$ cat config.mk
export PLATFORM = sky130hd
export DESIGN_NAME = lsmb_ram
export DESIGN_NICKNAME = d
export VERILOG_FILES = /design/src/rtl/lsmb_ram.sv
export SDC_FILE = /design/constraint.sdc
export NUM_CORES = 2
export LEC_CHECK = 0
export ABC_AREA = 1
export BUFFER_PORTS_ARGS = -buffer_cell sky130_fd_sc_hd__buf_2
export CAP_MARGIN = 20
export CORE_ASPECT_RATIO = 0.5
export CORE_MARGIN = 3
export CORE_UTILIZATION = 40
export DETAILED_ROUTE_END_ITERATION = 7
export GPL_TIMING_DRIVEN = 1
export PLACE_DENSITY_LB_ADDON = 0.15
export SYNTH_ARGS = -nofsm -noshare
export SYNTH_HDL_FRONTEND = slang
export SYNTH_SLANG_ARGS = --single-unit
$ cat constraint.sdc
create_clock -name clk_i -period 2.73 [get_ports clk_i]
set_input_delay 0.819 -clock clk_i [delete_from_list [all_inputs] [get_ports clk_i]]
set_output_delay 0.819 -clock clk_i [all_outputs]
set_load 0.01 [all_outputs]
$ cat src/rtl/lsmb_ram.sv
// Generic simple dual-port RAM with registered read.
module lsmb_ram #(
  parameter int unsigned WIDTH = 8,
  parameter int unsigned DEPTH = 256
) (
  input  logic                                     clk_i,
  input  logic                                     we_i,
  input  logic [((DEPTH > 1) ? $clog2(DEPTH) : 1)-1:0] waddr_i,
  input  logic [WIDTH-1:0]                         wdata_i,
  input  logic                                     re_i,
  input  logic [((DEPTH > 1) ? $clog2(DEPTH) : 1)-1:0] raddr_i,
  output logic [WIDTH-1:0]                         rdata_o
);

  logic [WIDTH-1:0] mem_q [DEPTH];
  logic [WIDTH-1:0] rdata_q;

  always_ff @(posedge clk_i) begin
    if (we_i) begin
      mem_q[waddr_i] <= wdata_i;
    end
    if (re_i) begin
      rdata_q <= mem_q[raddr_i];
    end
  end

  assign rdata_o = rdata_q;

endmodule

---- Yosys cells after proc, flatten, opt, wreduce, memory -nomap -nowiden ----
Memory sizes are Yosys's and may differ from the RTL's. A register that Yosys moved wholly into a read port is not among the register bits.
Index checks and enable logic that the tools add are counted.
storage, ports and cells
  register bits after elaboration ......... 0
  latch bits .............................. 0
  bits in writable memories ............... 2,048
  bits in read-only memories .............. 0
  input port bits ......................... 27
  output and inout port bits .............. 8
  word-level logic and storage cells ...... 3
  memories ................................ 1
memory list
  memory  depth  width  read ports  clocked after memory_dff  wr ports  RTL line  source
  mem_q   256    8      1           1                         1         15        logic [WIDTH-1:0] mem_q [DEPTH];
operators by class
  add/subtract/negate cells ............... 0
  $mul .................................... 0
  div/mod/pow operators ................... 0
  magnitude comparators ................... 0
  equal/unequal tests ..................... 0
  shift-type cells ........................ 0
  muxes and demuxes ....................... 2
  bitwise gates (word level) .............. 0
  reductions and logical operators ........ 0
operators by type and width
  operator  count
  $mux 1    2

---- Depth between registers and ports, before layout ----
  depth after elaboration ................. 2
  gate-level depth with buffers ........... 15
  depth with buffers taken out ............ 11

---- Worst setup path before layout ----
Ideal clock, no wire load.
  path type ............................... input-to-reg
  from .................................... in we_i
  to ...................................... mem mem_q[162][0] (enable)
  library setup time ...................... 0.370 ns
  arrival ................................. 1.940 ns
  required time ........................... 2.360 ns
  setup slack ............................. 0.420 ns
  stages .................................. 4
  buffers on the path ..................... 2
  path through ............................ clkbuf_1 -> nand3_1 -> clkbuf_1 -> nor2_1
on the way
  longest elaborated chain between the ends .. 2
RTL lines
  item                          RTL line  source
  from (decl)                   7         input logic we_i,
  $mux 1                        19        if (we_i) begin
  $mux 1 (not written as such)  20        mem_q[waddr_i] <= wdata_i;
  to (decl)                     15
Every way passes these cells.

==> out/metrics.cfg <==
[worst_hold_path]
hp-start=wdata_i[1]
min_to=mem_q[12][1]
hold_path.class=input port to register
hold_depth=1

[sta]
setup_viol=0
finalSetupTns_ns=0
holdWs_ns=0.305
layout_setup_ws_ns=0.123
rsz0062_at_grt=no
finClkSkew_ns=0.0532
fin_crit_ns=2.61
finalCritPeriodShare=0.955
maxSlewViolCount=0
maxSlewHeadroom=0.304
hold_viol_final=0
worstMarginPinSlew_ns=1.04
fmax_mhz=384

[global_routing]
grt_usage=0.233
grt_pass1_wl_um=369000
antenna_found_initial=15
grt_max_degree=97
grt-ovfl-total=0
grt_pass1_vias=53200

[cts]
cts.repair.resized=0
cts.sinks=2056
root_buffer=clkbuf_16
clk_pin_slew_ns=0.06
cts_buffer_depth=4
cts_tree=built
cts-buffers-inserted=193
post_cts_buffers=0
htree_levels=4
insertion_delay_ns=0.83
postCtsHoldBufs=0

[critical_path]
crit_start=raddr_i[0]
crit_chain=buf_8 > inv_16 > buf_4 > buf_12 > buf_4 > nand2_1 > nand3_1 > nand3_1 > nand3_1 > nand3_1 > nand3_1 > nand3_1 > nand2_1 > nand2_1 > nand2_1
worstPathRequired_ns=3.43
worstSetupStartpointType=input port
cp-end-kind=register
r2r_end=rdata_o[1]
crit_path_top_delay_cell=buf_12
crit_type=input port to register
reg2reg_depth=11
critPathMaxFanout=54
cpPeakStageDelay_ns=0.28
crit_arrival_ns=3.31
cp_num_buf_inv=5
r2r-start=mem_q[166][1]
r2r_slack_ns=0.49
cp_top_family=simple AND/OR/NAND/NOR gates
crit_top_cell=nand3_1
cp.depth=15

[power_and_ir_drop]
power_density_mw_per_mm2=664
power_w=0.0650
swShare=0.229
intPower_w=0.0501
clkPwrFrac=0.392
vdd_drop_max_mv=0.498
seq_power_share=0.536
leakage_nw=34.9
power_frac_comb=0.072
switchingPower_w=0.0149

[die]
floorplan.initialDensity=0.406
die_h_um=329
core_sq_mm=0.205
rows=117
die_w_um=652
num_io_pins=35
die_area_sq_mm=0.215

[layout]
final_cell_mix=2108 x nand2_1, 2056 x edfxtp_1, 2019 x nand3_1
nFillCells=18300
design_area_sq_mm=0.0979
final_nets=7500
area_delta_synth_final_pct=17.3
drive_above_1_share=0.134
layout_commonest_cell=nand2_1

[place]
dp_hpwl_um=159000
pre_cts_ws_ns=-0.711
gp_congestion=0.861
placed_area_sq_mm=0.0921
numPortBuffers=34

[drt]
wl_per_cell_um=24.4
drc=0
ant_nets=0
drt_iter0_drc=6234
detailroute.via_count=56000
routed_via_density=5.41
drt_wl_total_um=252000
drt_first_pass_iters=5

[run]
drv_cap=0

[synth]
synth_xor_xnor_area_share=0
muxShareOfSynthArea=0
synthDistinctLibCells=13
synth_warnings=0
synth_cells=7003
synth_fa_ha_area_frac=0
avgSynthCellArea_sq_um=11.9
synth.net_count=7030
synth-simple-area-share=0.229
synth_compound_area_frac=0
ys_ff_latch=2056
synth_top_family_by_area=simple AND/OR/NAND/NOR gates
syn_area_sq_mm=0.0835
yosysSeqAreaShare=0.740

[run_status]
outcome=finished, final reports clean

==> stage by stage <==
| stage | cells | utilization |
|---|---|---|
| after floorplan | 7003 | - |
| after global placement | 10000 | 0.449 |
| after detailed placement | 10000 | 0.449 |
| after CTS | 10300 | 0.477 |
| after global routing | 10300 | 0.477 |
| final | 10300 | 0.477 |
==> worst reg2reg max path: cells and delay by family, from the launching register on <==
kind / cells / cell delay, ns
and+or+nand+nor: 10 / 1.50
buffers and inverters: 1 / 0.13
DFF: 1 / 0.37
==> power by group through the flow <==
stage / sequential [W] / clock [W] / combinational [W]
6_report: 0.0348 / 0.0255 / 0.00470
3_3_place_gp: 0.0355 / 0 / 0.00470
3_5_place_dp: 0.0355 / 0 / 0.00471
4_1_cts: 0.0348 / 0.0260 / 0.00471
5_1_grt: 0.0348 / 0.0272 / 0.00508
2_1_floorplan: 0.0355 / 0 / 0.00215
==> cell usage after synthesis (all sizes together) <==
| cell type | number | area, sq um |
|---|---|---|
| nand2 | 2123 | 7970 |
| edfxtp | 2056 | 61700 |
| nand3 | 2019 | 10100 |
| buf | 371 | 2030 |
| nor2 | 283 | 1060 |
| clkbuf | 112 | 420 |
| inv | 39 | 149 |
==> area by class of cell <==
type / instances / area (sq um) / area share
inverters: 39 / 183 / 0.00187
diodes: 4 / 10.0 / 0.000102
multi-input cells: 4425 / 19200 / 0.196
well taps: 2737 / 3420 / 0.0350
repair buffers: 758 / 7630 / 0.0779
clock buffers: 239 / 5090 / 0.0520
clock inverters: 91 / 634 / 0.00648
flip-flops and latches: 2056 / 61700 / 0.631
==> sequential cells by signal (all words and copies together) (netlist names) <==
name     flops
rdata_o      8
mem_q     2048
==> kinds of logic after synthesis <==
logic type	count (synthesis)
flops	2056
buf+inv	522
simple gates	4425
==> layer usage <==
metal  part of all wire  GRT usage  up-vias
met5                  0          0        -
met4              0.020     0.0505        0
met3              0.077     0.0358      309
met2               0.45      0.359     1976
met1               0.45      0.349    27900
li1                   -          -    25800
==> how the worst max path moves through the flow <==
stage	to	slack, ns
2_1_floorplan	mem_q[162][0]	0.42
3_3_place_gp	rdata_o[3]	-0.73
3_5_place_dp	rdata_o[3]	-0.71
4_1_cts	rdata_o[3]	0.18
5_1_grt	rdata_o[3]	0.04
6_report	rdata_o[3]	0.12
No activity file was read; power rests on OpenSTA's default activity.
